File: config.mk
export PLATFORM = sky130hd
export DESIGN_NAME = csv_field_splitter_top_flat
export DESIGN_NICKNAME = d
export VERILOG_FILES = /design/src/csvfs_pkg.sv /design/src/csvfs_if.sv /design/src/csvfs_front.sv /design/src/csvfs_queue.sv /design/src/csvfs_back.sv /design/src/csv_field_splitter_top.sv /design/src/flat_wrapper.sv
export SDC_FILE = /design/constraint.sdc
export NUM_CORES = 1
export LEC_CHECK = 0
export ABC_CLOCK_PERIOD_IN_PS = 4300
export BUFFER_PORTS_ARGS = -buffer_cell sky130_fd_sc_hd__buf_4
export CORE_MARGIN = 8
export CORE_UTILIZATION = 60
export DETAILED_ROUTE_END_ITERATION = 10
export GPL_ROUTABILITY_DRIVEN = 0
export PLACE_DENSITY = 0.78
export SYNTH_ARGS = -nofsm -noshare
export SYNTH_HDL_FRONTEND = slang
export SYNTH_SLANG_ARGS = --single-unit
export TNS_END_PERCENT = 20
File: constraint.sdc
create_clock -name i_clk -period 4.3 [get_ports i_clk]
set_input_delay 0.215 -clock i_clk [delete_from_list [all_inputs] [get_ports i_clk]]
set_output_delay 0.215 -clock i_clk [all_outputs]
set_load 0.02 [all_outputs]
File: src/csvfs_pkg.sv
// ----------------------------------------------------------------------------
// csvfs_pkg
// Shared types and constants of the text line cell splitter.
// ----------------------------------------------------------------------------
package csvfs_pkg;

    // Depth of the held whitespace buffer.
    localparam int SPACE_DEPTH = 16;
    // Count width holds 0 .. SPACE_DEPTH; index width addresses the buffer.
    localparam int CNT_W = $clog2(SPACE_DEPTH + 1);
    localparam int IDX_W = (SPACE_DEPTH > 1) ? $clog2(SPACE_DEPTH) : 1;

    // Depth of the command queue between front and back.
    localparam int QDEPTH = 2;
    localparam int QPTR_W = (QDEPTH > 1) ? $clog2(QDEPTH) : 1;
    localparam int QCNT_W = $clog2(QDEPTH + 1);

    localparam logic [7:0] QUOTE_BYTE = 8'h22;
    localparam logic [7:0] DELIM_RESET = 8'h2C;
    localparam logic [7:0] WS_SPACE = 8'h20;
    localparam logic [7:0] WS_TAB = 8'h09;
    localparam logic [7:0] WS_CR = 8'h0D;
    localparam logic [7:0] WS_LF = 8'h0A;

    // Operation carried from the front to the back.
    typedef enum logic [1:0] {
        OP_NONE  = 2'd0,
        OP_HOLD  = 2'd1,
        OP_EMIT  = 2'd2,
        OP_CLOSE = 2'd3
    } t_op;

    // One queued command: the byte action of an item plus its line end.
    typedef struct packed {
        t_op              op;
        logic [7:0]       data;
        logic [CNT_W-1:0] cnt;
        logic             ov;
        logic             eol;
    } t_cmd;

    function automatic logic is_ws(input logic [7:0] c);
        return (c == WS_SPACE) || (c == WS_TAB) || (c == WS_CR) || (c == WS_LF);
    endfunction

endpackage

File: src/csvfs_if.sv
// ----------------------------------------------------------------------------
// csvfs_in_if / csvfs_out_if
// Valid/ready channels for input items and result items of the splitter.
// ----------------------------------------------------------------------------
interface csvfs_in_if;
    logic       valid;
    logic       ready;
    logic [7:0] in_byte;
    logic       byte_present;
    logic       end_of_line;

    modport source (output valid, in_byte, byte_present, end_of_line, input ready);
    modport sink (input valid, in_byte, byte_present, end_of_line, output ready);
endinterface

interface csvfs_out_if;
    logic       valid;
    logic       ready;
    logic [7:0] out_byte;
    logic       has_byte;
    logic       cell_end;
    logic       line_end;
    logic       run_last;
    logic       space_overflow;

    modport source (output valid, out_byte, has_byte, cell_end, line_end, run_last,
                    space_overflow, input ready);
    modport sink (input valid, out_byte, has_byte, cell_end, line_end, run_last,
                  space_overflow, output ready);
endinterface

File: src/csvfs_front.sv
// ----------------------------------------------------------------------------
// csvfs_front
// Accepts input requests, tracks quote and trim state, and issues commands.
// ----------------------------------------------------------------------------
module csvfs_front
    import csvfs_pkg::*;
(
    input  logic       i_clk,
    input  logic       i_rst_n,
    input  logic       i_cfg_we,
    input  logic [7:0] i_cfg_data,
    csvfs_in_if.sink   i_in,
    output logic       o_push_valid,
    input  logic       i_push_ready,
    output t_cmd       o_push_data
);

    logic [7:0]       r_delim;
    logic             r_qm, r_qp, r_started, r_ovf;
    logic [CNT_W-1:0] r_cnt;
    logic             n_qm, n_qp, n_started, n_ovf;
    logic [CNT_W-1:0] n_cnt;
    logic             accept;
    logic             do_plain, do_content, do_close;
    t_cmd             cmd;

    assign i_in.ready = i_push_ready;
    assign accept = i_in.valid && i_push_ready;

    // Classify the item and work out the next tokenizer state.
    always_comb begin
        n_qm = r_qm;
        n_qp = r_qp;
        n_started = r_started;
        n_ovf = r_ovf;
        n_cnt = r_cnt;
        do_plain = 1'b0;
        do_content = 1'b0;
        do_close = 1'b0;
        cmd.op = OP_NONE;
        cmd.data = i_in.in_byte;
        cmd.cnt = r_cnt;
        cmd.ov = r_ovf;
        cmd.eol = i_in.end_of_line;

        if (i_in.byte_present) begin
            if (r_qp) begin
                n_qp = 1'b0;
                if (i_in.in_byte == QUOTE_BYTE) begin
                    do_content = 1'b1;
                end else begin
                    n_qm = 1'b0;
                    do_plain = 1'b1;
                end
            end else begin
                do_plain = 1'b1;
            end

            if (do_plain) begin
                if (i_in.in_byte == QUOTE_BYTE) begin
                    if (n_qm) begin
                        n_qp = 1'b1;
                    end else begin
                        n_qm = 1'b1;
                    end
                end else if (i_in.in_byte == r_delim && !n_qm) begin
                    do_close = 1'b1;
                end else begin
                    do_content = 1'b1;
                end
            end

            if (do_content) begin
                if (is_ws(i_in.in_byte)) begin
                    if (r_started) begin
                        if (r_cnt < CNT_W'(SPACE_DEPTH)) begin
                            cmd.op = OP_HOLD;
                            n_cnt = r_cnt + CNT_W'(1);
                        end else begin
                            n_ovf = 1'b1;
                        end
                    end
                end else begin
                    cmd.op = OP_EMIT;
                    n_cnt = '0;
                    n_ovf = 1'b0;
                    n_started = 1'b1;
                end
            end

            if (do_close) begin
                cmd.op = OP_CLOSE;
                n_started = 1'b0;
                n_cnt = '0;
                n_ovf = 1'b0;
            end
        end

        // A line end closes the cell and clears all quote state.
        if (i_in.end_of_line) begin
            n_started = 1'b0;
            n_cnt = '0;
            n_ovf = 1'b0;
            n_qm = 1'b0;
            n_qp = 1'b0;
        end
    end

    assign o_push_valid = accept && ((cmd.op != OP_NONE) || i_in.end_of_line);
    assign o_push_data = cmd;

    // State registers and the delimiter register.
    always_ff @(posedge i_clk) begin
        if (!i_rst_n) begin
            r_delim <= DELIM_RESET;
            r_qm <= 1'b0;
            r_qp <= 1'b0;
            r_started <= 1'b0;
            r_ovf <= 1'b0;
            r_cnt <= '0;
        end else begin
            if (i_cfg_we) begin
                r_delim <= i_cfg_data;
            end
            if (accept) begin
                r_qm <= n_qm;
                r_qp <= n_qp;
                r_started <= n_started;
                r_ovf <= n_ovf;
                r_cnt <= n_cnt;
            end
        end
    end

endmodule

File: src/csvfs_queue.sv
// ----------------------------------------------------------------------------
// csvfs_queue
// Short command queue that decouples the front from the back.
// ----------------------------------------------------------------------------
module csvfs_queue
    import csvfs_pkg::*;
(
    input  logic i_clk,
    input  logic i_rst_n,
    input  logic i_push_valid,
    output logic o_push_ready,
    input  t_cmd i_push_data,
    output logic o_pop_valid,
    input  logic i_pop_ready,
    output t_cmd o_pop_data
);

    t_cmd              r_slot [QDEPTH];
    logic [QPTR_W-1:0] r_wr, r_rd;
    logic [QCNT_W-1:0] r_count;
    logic              push, pop;

    assign o_push_ready = (r_count != QCNT_W'(QDEPTH));
    assign o_pop_valid = (r_count != '0);
    assign o_pop_data = r_slot[r_rd];
    assign push = i_push_valid && o_push_ready;
    assign pop = o_pop_valid && i_pop_ready;

    // Pointer and fill count update.
    always_ff @(posedge i_clk) begin
        if (!i_rst_n) begin
            r_wr <= '0;
            r_rd <= '0;
            r_count <= '0;
        end else begin
            if (push) begin
                r_wr <= (r_wr == QPTR_W'(QDEPTH - 1)) ? '0 : r_wr + QPTR_W'(1);
            end
            if (pop) begin
                r_rd <= (r_rd == QPTR_W'(QDEPTH - 1)) ? '0 : r_rd + QPTR_W'(1);
            end
            if (push && !pop) begin
                r_count <= r_count + QCNT_W'(1);
            end else if (pop && !push) begin
                r_count <= r_count - QCNT_W'(1);
            end
        end
    end

    // Slot storage needs no reset.
    always_ff @(posedge i_clk) begin
        if (push) begin
            r_slot[r_wr] <= i_push_data;
        end
    end

endmodule

File: src/csvfs_back.sv
// ----------------------------------------------------------------------------
// csvfs_back
// Executes queued commands: holds whitespace and emits one result a cycle while o_out is ready.
// ----------------------------------------------------------------------------
module csvfs_back
    import csvfs_pkg::*;
(
    input  logic        i_clk,
    input  logic        i_rst_n,
    input  logic        i_pop_valid,
    output logic        o_pop_ready,
    input  t_cmd        i_pop_data,
    csvfs_out_if.source o_out
);

    typedef enum logic [4:0] {
        PH_IDLE  = 5'b00001,
        PH_FLUSH = 5'b00010,
        PH_BYTE  = 5'b00100,
        PH_CELL  = 5'b01000,
        PH_LINE  = 5'b10000
    } t_phase;

    logic [7:0]       r_space [SPACE_DEPTH];
    logic [7:0]       r_rdata;
    t_phase           r_phase, ph, n_phase;
    t_cmd             r_cmd, cur;
    logic [CNT_W-1:0] r_idx, idx, n_idx;
    logic             can_load, go, pop;
    logic             res_has, res_ce, res_le, res_last, res_ov, res_mem;
    logic [7:0]       res_byte;

    logic             r_valid, r_has, r_ce, r_le, r_last, r_ov, r_mem;
    logic [7:0]       r_byte;

    assign can_load = !r_valid || o_out.ready;
    assign pop = (r_phase == PH_IDLE) && i_pop_valid && can_load;
    assign o_pop_ready = (r_phase == PH_IDLE) && can_load;

    // Pick the command and phase that this cycle works on.
    always_comb begin
        cur = r_cmd;
        ph = r_phase;
        idx = r_idx;
        if (r_phase == PH_IDLE) begin
            cur = i_pop_data;
            idx = '0;
            if (!i_pop_valid) begin
                ph = PH_IDLE;
            end else begin
                unique case (i_pop_data.op)
                    OP_HOLD:  ph = i_pop_data.eol ? PH_LINE : PH_IDLE;
                    OP_EMIT:  ph = (i_pop_data.cnt != '0) ? PH_FLUSH : PH_BYTE;
                    OP_CLOSE: ph = PH_CELL;
                    default:  ph = PH_LINE;
                endcase
            end
        end
    end

    // One result step of the sequencer.
    always_comb begin
        res_byte = 8'h00;
        res_has = 1'b0;
        res_ce = 1'b0;
        res_le = 1'b0;
        res_last = 1'b0;
        res_ov = 1'b0;
        res_mem = 1'b0;
        n_phase = PH_IDLE;
        n_idx = idx;
        unique case (ph)
            PH_FLUSH: begin
                res_has = 1'b1;
                res_mem = 1'b1;
                n_idx = idx + CNT_W'(1);
                n_phase = (n_idx == cur.cnt) ? PH_BYTE : PH_FLUSH;
            end
            PH_BYTE: begin
                res_byte = cur.data;
                res_has = 1'b1;
                res_ov = cur.ov;
                res_last = !cur.eol;
                n_phase = cur.eol ? PH_LINE : PH_IDLE;
            end
            PH_CELL: begin
                res_ce = 1'b1;
                res_last = !cur.eol;
                n_phase = cur.eol ? PH_LINE : PH_IDLE;
            end
            PH_LINE: begin
                res_ce = 1'b1;
                res_le = 1'b1;
                res_last = 1'b1;
                n_phase = PH_IDLE;
            end
            default: begin
                n_phase = PH_IDLE;
            end
        endcase
    end

    assign go = can_load && (ph != PH_IDLE);

    // Sequencer and output register control.
    always_ff @(posedge i_clk) begin
        if (!i_rst_n) begin
            r_phase <= PH_IDLE;
            r_valid <= 1'b0;
        end else begin
            if (go) begin
                r_phase <= n_phase;
                r_valid <= 1'b1;
            end else begin
                if (pop) begin
                    r_phase <= PH_IDLE;
                end
                if (o_out.ready) begin
                    r_valid <= 1'b0;
                end
            end
        end
    end

    // Payload registers, command latch and index.
    always_ff @(posedge i_clk) begin
        if (pop) begin
            r_cmd <= i_pop_data;
        end
        if (go) begin
            r_idx <= n_idx;
            r_byte <= res_byte;
            r_has <= res_has;
            r_ce <= res_ce;
            r_le <= res_le;
            r_last <= res_last;
            r_ov <= res_ov;
            r_mem <= res_mem;
        end
    end

    // Whitespace buffer: written by hold commands, read while flushing.
    always_ff @(posedge i_clk) begin
        if (pop && (i_pop_data.op == OP_HOLD)) begin
            r_space[i_pop_data.cnt[IDX_W-1:0]] <= i_pop_data.data;
        end
        if (go && (ph == PH_FLUSH)) begin
            r_rdata <= r_space[idx[IDX_W-1:0]];
        end
    end

    assign o_out.valid = r_valid;
    assign o_out.out_byte = r_mem ? r_rdata : r_byte;
    assign o_out.has_byte = r_has;
    assign o_out.cell_end = r_ce;
    assign o_out.line_end = r_le;
    assign o_out.run_last = r_last;
    assign o_out.space_overflow = r_ov;

endmodule

File: src/csv_field_splitter_top.sv
// ----------------------------------------------------------------------------
// csv_field_splitter_top
// Streaming splitter of one text line into trimmed, unquoted cells.
// ----------------------------------------------------------------------------
// Usage: each request on i_in carries one byte of a line (or a bare end
// marker) and an end-of-line flag. Each request on o_out carries one cell
// byte, a cell-end mark or a line-end mark; run_last flags the final result
// of an input request. i_cfg_we with i_cfg_data sets the delimiter byte,
// which the user writes only while the block is idle; the block itself does
// not enforce this. Flow: an accepted request is written into the command
// queue; the back sequencer pops it and registers its first result for o_out.
// Throughput: one result per cycle out of the back sequencer while o_out is
// ready; held whitespace is read from the buffer one byte per cycle. Requests
// that produce at most one result flow at one per cycle while o_out is ready.
// A two-entry command queue lets input keep flowing while the back end flushes
// or the output waits.
// Reset: the synchronous active-low reset clears the quote and trim state,
// empties the queue and restores the comma delimiter; the whitespace
// buffer is not cleared and needs no clearing pass.
// Stall: when o_out.ready is low the result holds; the queue then fills
// and i_in.ready drops.
// ----------------------------------------------------------------------------
module csv_field_splitter_top
    import csvfs_pkg::*;
(
    input  logic        i_clk,
    input  logic        i_rst_n,
    input  logic        i_cfg_we,
    input  logic [7:0]  i_cfg_data,
    csvfs_in_if.sink    i_in,
    csvfs_out_if.source o_out
);

    logic push_valid, push_ready, pop_valid, pop_ready;
    t_cmd push_data, pop_data;

    // Front: classification and state tracking.
    csvfs_front u_front (
        .i_clk        (i_clk),
        .i_rst_n      (i_rst_n),
        .i_cfg_we     (i_cfg_we),
        .i_cfg_data   (i_cfg_data),
        .i_in         (i_in),
        .o_push_valid (push_valid),
        .i_push_ready (push_ready),
        .o_push_data  (push_data)
    );

    // Command queue between the two halves.
    csvfs_queue u_queue (
        .i_clk        (i_clk),
        .i_rst_n      (i_rst_n),
        .i_push_valid (push_valid),
        .o_push_ready (push_ready),
        .i_push_data  (push_data),
        .o_pop_valid  (pop_valid),
        .i_pop_ready  (pop_ready),
        .o_pop_data   (pop_data)
    );

    // Back: result sequencing and the whitespace buffer.
    csvfs_back u_back (
        .i_clk       (i_clk),
        .i_rst_n     (i_rst_n),
        .i_pop_valid (pop_valid),
        .o_pop_ready (pop_ready),
        .i_pop_data  (pop_data),
        .o_out       (o_out)
    );

endmodule

File: src/flat_wrapper.sv
// flat-port wrapper written by rule: the top's interface ports become plain ports
module csv_field_splitter_top_flat import csvfs_pkg::*;
  (i_clk, i_rst_n, i_cfg_we, i_cfg_data, i_in_valid, i_in_in_byte, i_in_byte_present, i_in_end_of_line, i_in_ready, o_out_valid, o_out_out_byte, o_out_has_byte, o_out_cell_end, o_out_line_end, o_out_run_last, o_out_space_overflow, o_out_ready);
  csvfs_in_if i_in_i ();
  csvfs_out_if o_out_i ();
  input  logic i_clk;
  input  logic i_rst_n;
  input  logic i_cfg_we;
  input  logic [7:0] i_cfg_data;
  input wire logic [$bits(i_in_i.valid)-1:0] i_in_valid;
  input wire logic [$bits(i_in_i.in_byte)-1:0] i_in_in_byte;
  input wire logic [$bits(i_in_i.byte_present)-1:0] i_in_byte_present;
  input wire logic [$bits(i_in_i.end_of_line)-1:0] i_in_end_of_line;
  output wire logic [$bits(i_in_i.ready)-1:0] i_in_ready;
  output wire logic [$bits(o_out_i.valid)-1:0] o_out_valid;
  output wire logic [$bits(o_out_i.out_byte)-1:0] o_out_out_byte;
  output wire logic [$bits(o_out_i.has_byte)-1:0] o_out_has_byte;
  output wire logic [$bits(o_out_i.cell_end)-1:0] o_out_cell_end;
  output wire logic [$bits(o_out_i.line_end)-1:0] o_out_line_end;
  output wire logic [$bits(o_out_i.run_last)-1:0] o_out_run_last;
  output wire logic [$bits(o_out_i.space_overflow)-1:0] o_out_space_overflow;
  input wire logic [$bits(o_out_i.ready)-1:0] o_out_ready;
  assign i_in_i.valid = i_in_valid;
  assign i_in_i.in_byte = i_in_in_byte;
  assign i_in_i.byte_present = i_in_byte_present;
  assign i_in_i.end_of_line = i_in_end_of_line;
  assign i_in_ready = i_in_i.ready;
  assign o_out_valid = o_out_i.valid;
  assign o_out_out_byte = o_out_i.out_byte;
  assign o_out_has_byte = o_out_i.has_byte;
  assign o_out_cell_end = o_out_i.cell_end;
  assign o_out_line_end = o_out_i.line_end;
  assign o_out_run_last = o_out_i.run_last;
  assign o_out_space_overflow = o_out_i.space_overflow;
  assign o_out_i.ready = o_out_ready;
  csv_field_splitter_top u_core (.i_clk(i_clk), .i_rst_n(i_rst_n), .i_cfg_we(i_cfg_we), .i_cfg_data(i_cfg_data), .i_in(i_in_i), .o_out(o_out_i));
endmodule
**After elaboration in Yosys (flattened, before gate mapping)**

Memories as Yosys holds them, arrays and structs flattened. A register that Yosys moved wholly into a read port is not among the register bits.
Index checks and enable logic that the tools add are counted.

- Reductions and logical operators: 38
- Equality and inequality tests: 21
- Bitwise logic cells: 0
- Magnitude comparators: 1
- Mux-type cells: 81
- Shifts and indexed selects: 0
- Div/mod/pow operators: 0
- $mul: 0
- $add $sub $neg: 6

Operator list:

| kind | count |
|---|---|
| $mux 5 | 15 |
| $mux 1 | 53 |
| $eq 8x4->1 const B | 3 |
| $eq 8x6->1 const B | 2 |
| $mux 15 | 1 |
| $pmux 5 s3 | 1 |
| $logic_and 1x1->1 | 13 |
| $mux 2 | 6 |
| $reduce_bool 2->1 | 6 |
| $add 5x1->5 const B | 2 |
| $pmux 5 s2 | 1 |
| $reduce_and 5->1 | 2 |
| $eq 8x8->1 | 1 |
| $mux 8 | 1 |
| $ne 4x4->1 const B | 2 |
| $mux 3 | 2 |
| $reduce_or 2->1 | 3 |
| $eq 5x1->1 const B | 1 |
| $eq 5x2->1 const B | 1 |
| $eq 5x3->1 const B | 1 |
| $eq 5x4->1 const B | 1 |
| $eq 5x5->1 | 1 |
| $eq 5x5->1 const B | 1 |
| $logic_not 1->1 | 5 |
| 16 further kinds | 22 |

- Memories kept: 2
- Latch bits: 0
- Input port bits: 23
- Output and inout bits: 15
- Bits in read-only memories: 0
- Register bits after elaboration: 61
- RAM bits: 162
- Word-level logic and storage cells: 172

Memories:

| memory | words | width | read ports | clocked after Yosys merged registers in | write ports | RTL line | source |
|---|---|---|---|---|---|---|---|
| u_core.u_back.r_space | 16 | 8 | 1 | 1 | 1 | csvfs_back.sv:24 | `logic [7:0] r_space [SPACE_DEPTH];` |
| u_core.u_queue.r_slot | 2 | 17 | 1 | 1 | 1 | csvfs_queue.sv:18 | `t_cmd r_slot [QDEPTH];` |

**Depth between registers and ports, before layout**

- Depth in word-level cells: 21
- Gate-level depth with buffers: 13
- Gate-level depth less buffers: 9

**Modules after synthesis**

Synthesis repeated with hierarchy kept, for this count alone.

- Cells, all modules: 716
- Area, all modules: 10133.5 um2

By module, submodules not included:

| module | area each (um2) | cells each | times used |
|---|---|---|---|
| csvfs_back | 7533.5 | 516 | 1 |
| csvfs_queue | 1467.7 | 77 | 1 |
| csvfs_front | 1132.3 | 123 | 1 |

**Worst setup path after synthesis**

No wires, ideal clock.

- Path kind: reg-to-reg
- Start: register u_core.u_back.r_phase[4]
- End: memory u_core.u_back.r_space[5][0], enable pin
- Path buffers: 3
- Required time: 3.930 ns
- Stages on the path, launching flop included: 10
- Setup slack: 0.954 ns
- Period minus slack after synthesis: 3.346 ns
- Library setup time: 0.370 ns
- Data arrival time: 2.976 ns
- Cells stage by stage: dfxtp_1 buf_6 or4b_1 buf_6 buf_2 nor3_2 o21ai_0 nor2_1 nand2_1 nor2_1

- Cells in the longest elaborated chain, start to end: 6

RTL lines:

| what | RTL line | source |
|---|---|---|
| start: declaration | csvfs_back.sv:26 | `t_phase r_phase, ph, n_phase;` |
| start signal: assignment | csvfs_back.sv:112 | `r_phase <= n_phase;` |
| $eq 5x1->1 | csvfs_back.sv:37 | `assign pop = (r_phase == PH_IDLE) && i_pop_valid && can_load;` |
| $logic_and 1x1->1 (2 in a row) | csvfs_back.sv:37 |  |
| named net u_core.u_back.pop | csvfs_back.sv:29 | `logic can_load, go, pop;` |
| $logic_and 1x1->1 | csvfs_back.sv:144 | `if (pop && (i_pop_data.op == OP_HOLD)) begin` |
| $mux 1 | csvfs_back.sv:144 |  |
| $mux 1 (implied by the code) | csvfs_back.sv:145 | `r_space[i_pop_data.cnt[IDX_W-1:0]] <= i_pop_data.data;` |
| end: declaration | csvfs_back.sv:24 |  |

The timed path passes the listed nets, and every way through them passes these cells.

**Final worst setup path**

- Start: register u_core.u_back.r_phase[4]
- End: register u_core.u_back.r_rdata[0] (read register of u_core.u_back.r_space), enable pin

- Cells in the longest elaborated chain, start to end: 5
- Elaborated cells on any way between the ends: 7

RTL lines:

| what | RTL line | source |
|---|---|---|
| $eq 5x1->1 | csvfs_back.sv:45 | `if (r_phase == PH_IDLE) begin` |
| $mux 5 | csvfs_back.sv:45 |  |
| $ne 5x1->1 | csvfs_back.sv:103 | `assign go = can_load && (ph != PH_IDLE);` |
| $logic_and 1x1->1 | csvfs_back.sv:103 |  |
| $logic_and 1x1->1 | csvfs_back.sv:147 | `if (go && (ph == PH_FLUSH)) begin` |
| end: declaration | csvfs_back.sv:25 | `logic [7:0] r_rdata;` |

Parallel ways exist; a longest one is shown, timed or not.
A chain may end at the register's enable or synchronous reset.

==> metrics.md <==
| Metric | Value |
|---|---|
| Die ar. | 0.02082 mm² |
| Netlist Area Pre-Place | 0.009874 mm² |
| DRT Wirelength | 20660 µm |
| First-pass GRT wire length | 32530 µm |
| Final Max Tran Viols | 0 |
| Yosys top cell by area | edfxtp_1 |
| Area share of the largest cell type after synthesis | 0.6204 |
| Most common cell after layout, fill and taps aside | edfxtp_1 |
| Post-route clock period utilization | 0.7802 |
| Congestion Overflow GR | 0 |
| Worst Hold Class | in -> reg |
| Fin Clk Skew | 0.01566 ns |
| Seq cells post-synth | 231 |
| Total power | 6.482 mW |
| WS Path Type | reg -> reg |
| Status | finished, final reports clean |
| Initial drt markers | 550 |
| FMAX | 298.1 MHz |
| CP max stage delay | 0.96 ns |
| Critical path's top delay family | simple AND/OR/NAND/NOR gates |
| Synth warnings | 0 |
| Placed cell count | 928 |
| DR WL/cell | 20.98 µm |
| Filler cell count | 1124 |
| Maxcap violations | 0 |
| Syn Nets | 724 |
| Post-Syn Area per Cell | 14.15 µm² |
| Initial Util | 0.6040 |
| Diodes inserted | 0 |
| CTS tree | yes |
| P_leak | 3.856 nW |
| Final min period | 3.355 ns |
| Fin nets | 775 |
| Final Util | 0.6845 |
| Row Count | 47 |
| Via density | 6.085 |
| Most frequent cells in the layout | 204 x edfxtp_1, 56 x nor2_1, 45 x buf_4 |
| Largest net degree at the start of global routing | 43 |
| Area growth syn-to-layout | 13.33% |
| Synth unique cells | 69 |
| Peak fanout along the critical path | 19 |
| Total track usage | 0.2032 |
| Htree depth | 1 |
| CP max-delay cell | or4b_1 |
| PortBufs | 37 |
| Maximum vdd ir drop | 0.3231 mV |
| Sequential share of the synthesized area | 0.6751 |
| P per Cell Area | 579.2 mW/mm² |
| Vias in the first global route | 6005 |
| Startpoint type of the worst setup path | flop |
| Antenna violations before repair | 0 |
| Critical path buffer and inverter count | 0 |
| Final setup viols | 0 |
| DRC Markers | 0 |
| Arr. time, crit path | 3.50 ns |
| CTS resizes | 0 |
| Hpwl dp | 13030 µm |
| Vert. Die Dim | 144.3 µm |
| Detailed-router iteration count before antenna repair | 5 |
| Cts bufs inserted | 22 |
| Chip Width | 144.3 µm |
| Post-Layout Cell Count | 985 |
| Routed Antenna Nets | 0 |
| Number of I/O pins | 38 |
| Async set-reset flop share out of synthesis | 0 |
| Critical path capture point type | flop |
| Via Count | 5994 |
| Layout cells sized above 1 | 0.1895 |
| Cells after Synth | 698 |
| Core area | 0.01635 mm² |
| Cell Chain, Critical Path | or4b_1 > o41ai_4 > o21ai_2 > nor3_4 > and2_1 |
| Clk root buf | clkbuf_16 |
| Worst Tran Pin Value | 1.149 ns |
| RSZ-0062 raised after global routing | no |
| Relative slew slack | 0.2330 |
| Final hold viol count | 0 |
| Post-route setup TNS | 0 ns |
| Clock Path Buffers | 3 |
| Clock slew seen by the registers of the worst setup and hold paths | 0.06 ns |
| Worst path required time | 4.44 ns |
| Synth top area cells | edfxtp_1 62%, dfxtp_1 5.5%, mux2_2 4.9% |
| Most used DFF post-synth | edfxtp_1 |
| Worst-Skew Late Latency | 0.50 ns |
| Clk sink count | 231 |
| Post-synth EDFFs | 204 |
## final cells by class
cell class	count	area, µm²	share of cell area
clock buffers	26	586.8	0.05244
inverters	15	56.30	0.005031
repair buffers	62	508.0	0.04539
clock inverters	14	93.84	0.008386
well taps	220	275.3	0.02460
flip-flops and latches	231	6666	0.5957
multi-input cells	417	3004	0.2684
## metal layers
| metal | vias up | share of wire | wire (µm) | track usage |
|---|---|---|---|---|
| met2 | 237 | 0.49 | 10100 | 0.3347 |
| met3 | 37 | 0.071 | 1458 | 0.02740 |
| met4 | 0 | 0.021 | 428 | 0.06188 |
| met5 | - | 0 | 0 | 0 |
| li1 | 2744 | - | - | - |
| met1 | 2976 | 0.42 | 8673 | 0.2766 |
## registers in the layout (all words and copies together) (netlist names), 2 cells and up, named ones only
register / flops
u_core.u_back.r_byte: 8
u_core.u_back.r_cmd: 15
u_core.u_back.r_idx: 5
u_core.u_back.r_phase: 4
u_core.u_back.r_rdata: 8
u_core.u_back.r_space: 128
u_core.u_front.r_cnt: 5
u_core.u_front.r_delim: 8
u_core.u_queue.r_count: 2
u_core.u_queue.r_slot: 34
## synthesized netlist by cell type, drive strengths merged, types with 5 or more instances
cell    instances
nor3           18
xor2            5
nand3          15
and2           16
mux2           44
nor2           56
mux4            8
mux2i          30
buf             7
nand2          28
inv            15
o21ai          46
a31oi           9
edfxtp        204
nor4            5
dfxtp          27
o22ai           9
clkbuf         28
xnor2          17
a211oi         10
nand2b          6
a21oi          24
nor2b          18
## metrics by stage
stage / cell area (µm²) / hold slack (ns) / setup WS [ns]
finish: 11190 / 0.01490 / 0.9450
global route: 11190 / 0.03187 / 0.8077
CTS: 11190 / 0.005126 / 0.9811
detailed placement: 10340 / 0.4356 / 0.9922
global placement: 10340 / 0.4314 / 1.036
floorplan: 9874 / 0.3139 / 0.9536
## power by group
group	internal (mW)	total [mW]	switching, mW
logic	0.623	1.59	0.968
clock network	1.03	1.82	0.787
registers	2.86	3.07	0.205
total	4.52	6.48	1.96
## path summary, 6_finish.rpt
check / slack [ns] / from / endpoint / cells past startpoint
min: 0.01 / i_rst_n / u_core.u_front.r_delim[5]$_SDFFE_PN1P_ / 2
min reg2reg: 0.49 / u_core.u_front.r_ovf$_SDFFE_PN0P_ / u_core.u_queue.r_slot[1][1]$_DFFE_PP_ / 0
max: 0.95 / u_core.u_back.r_phase[4]$_SDFFE_PN0P_ / u_core.u_back.r_rdata[0]$_DFFE_PP_ / 5
max reg2reg: 0.95 / u_core.u_back.r_phase[4]$_SDFFE_PN0P_ / u_core.u_back.r_rdata[0]$_DFFE_PP_ / 5
## cell families after synthesis
group | share of synthesized area
AO/OA/AOI/OAI | 0.07945
XOR/XNOR | 0.01951
buffers and inverters | 0.02129
AND/OR/NAND/NOR | 0.1016
adder cells (fa/ha/maj) | 0.003802
multiplexers | 0.09921
flip-flops | 0.6751
## timing repair
| item | CTS | global route |
|---|---|---|
| hold buffers | 17 | 0 |
| endpoints found under the hold margin | 26 | 0 |
| buffers inserted | 0 | 0 |
Note: power is estimated with default switching activity, not from simulation.
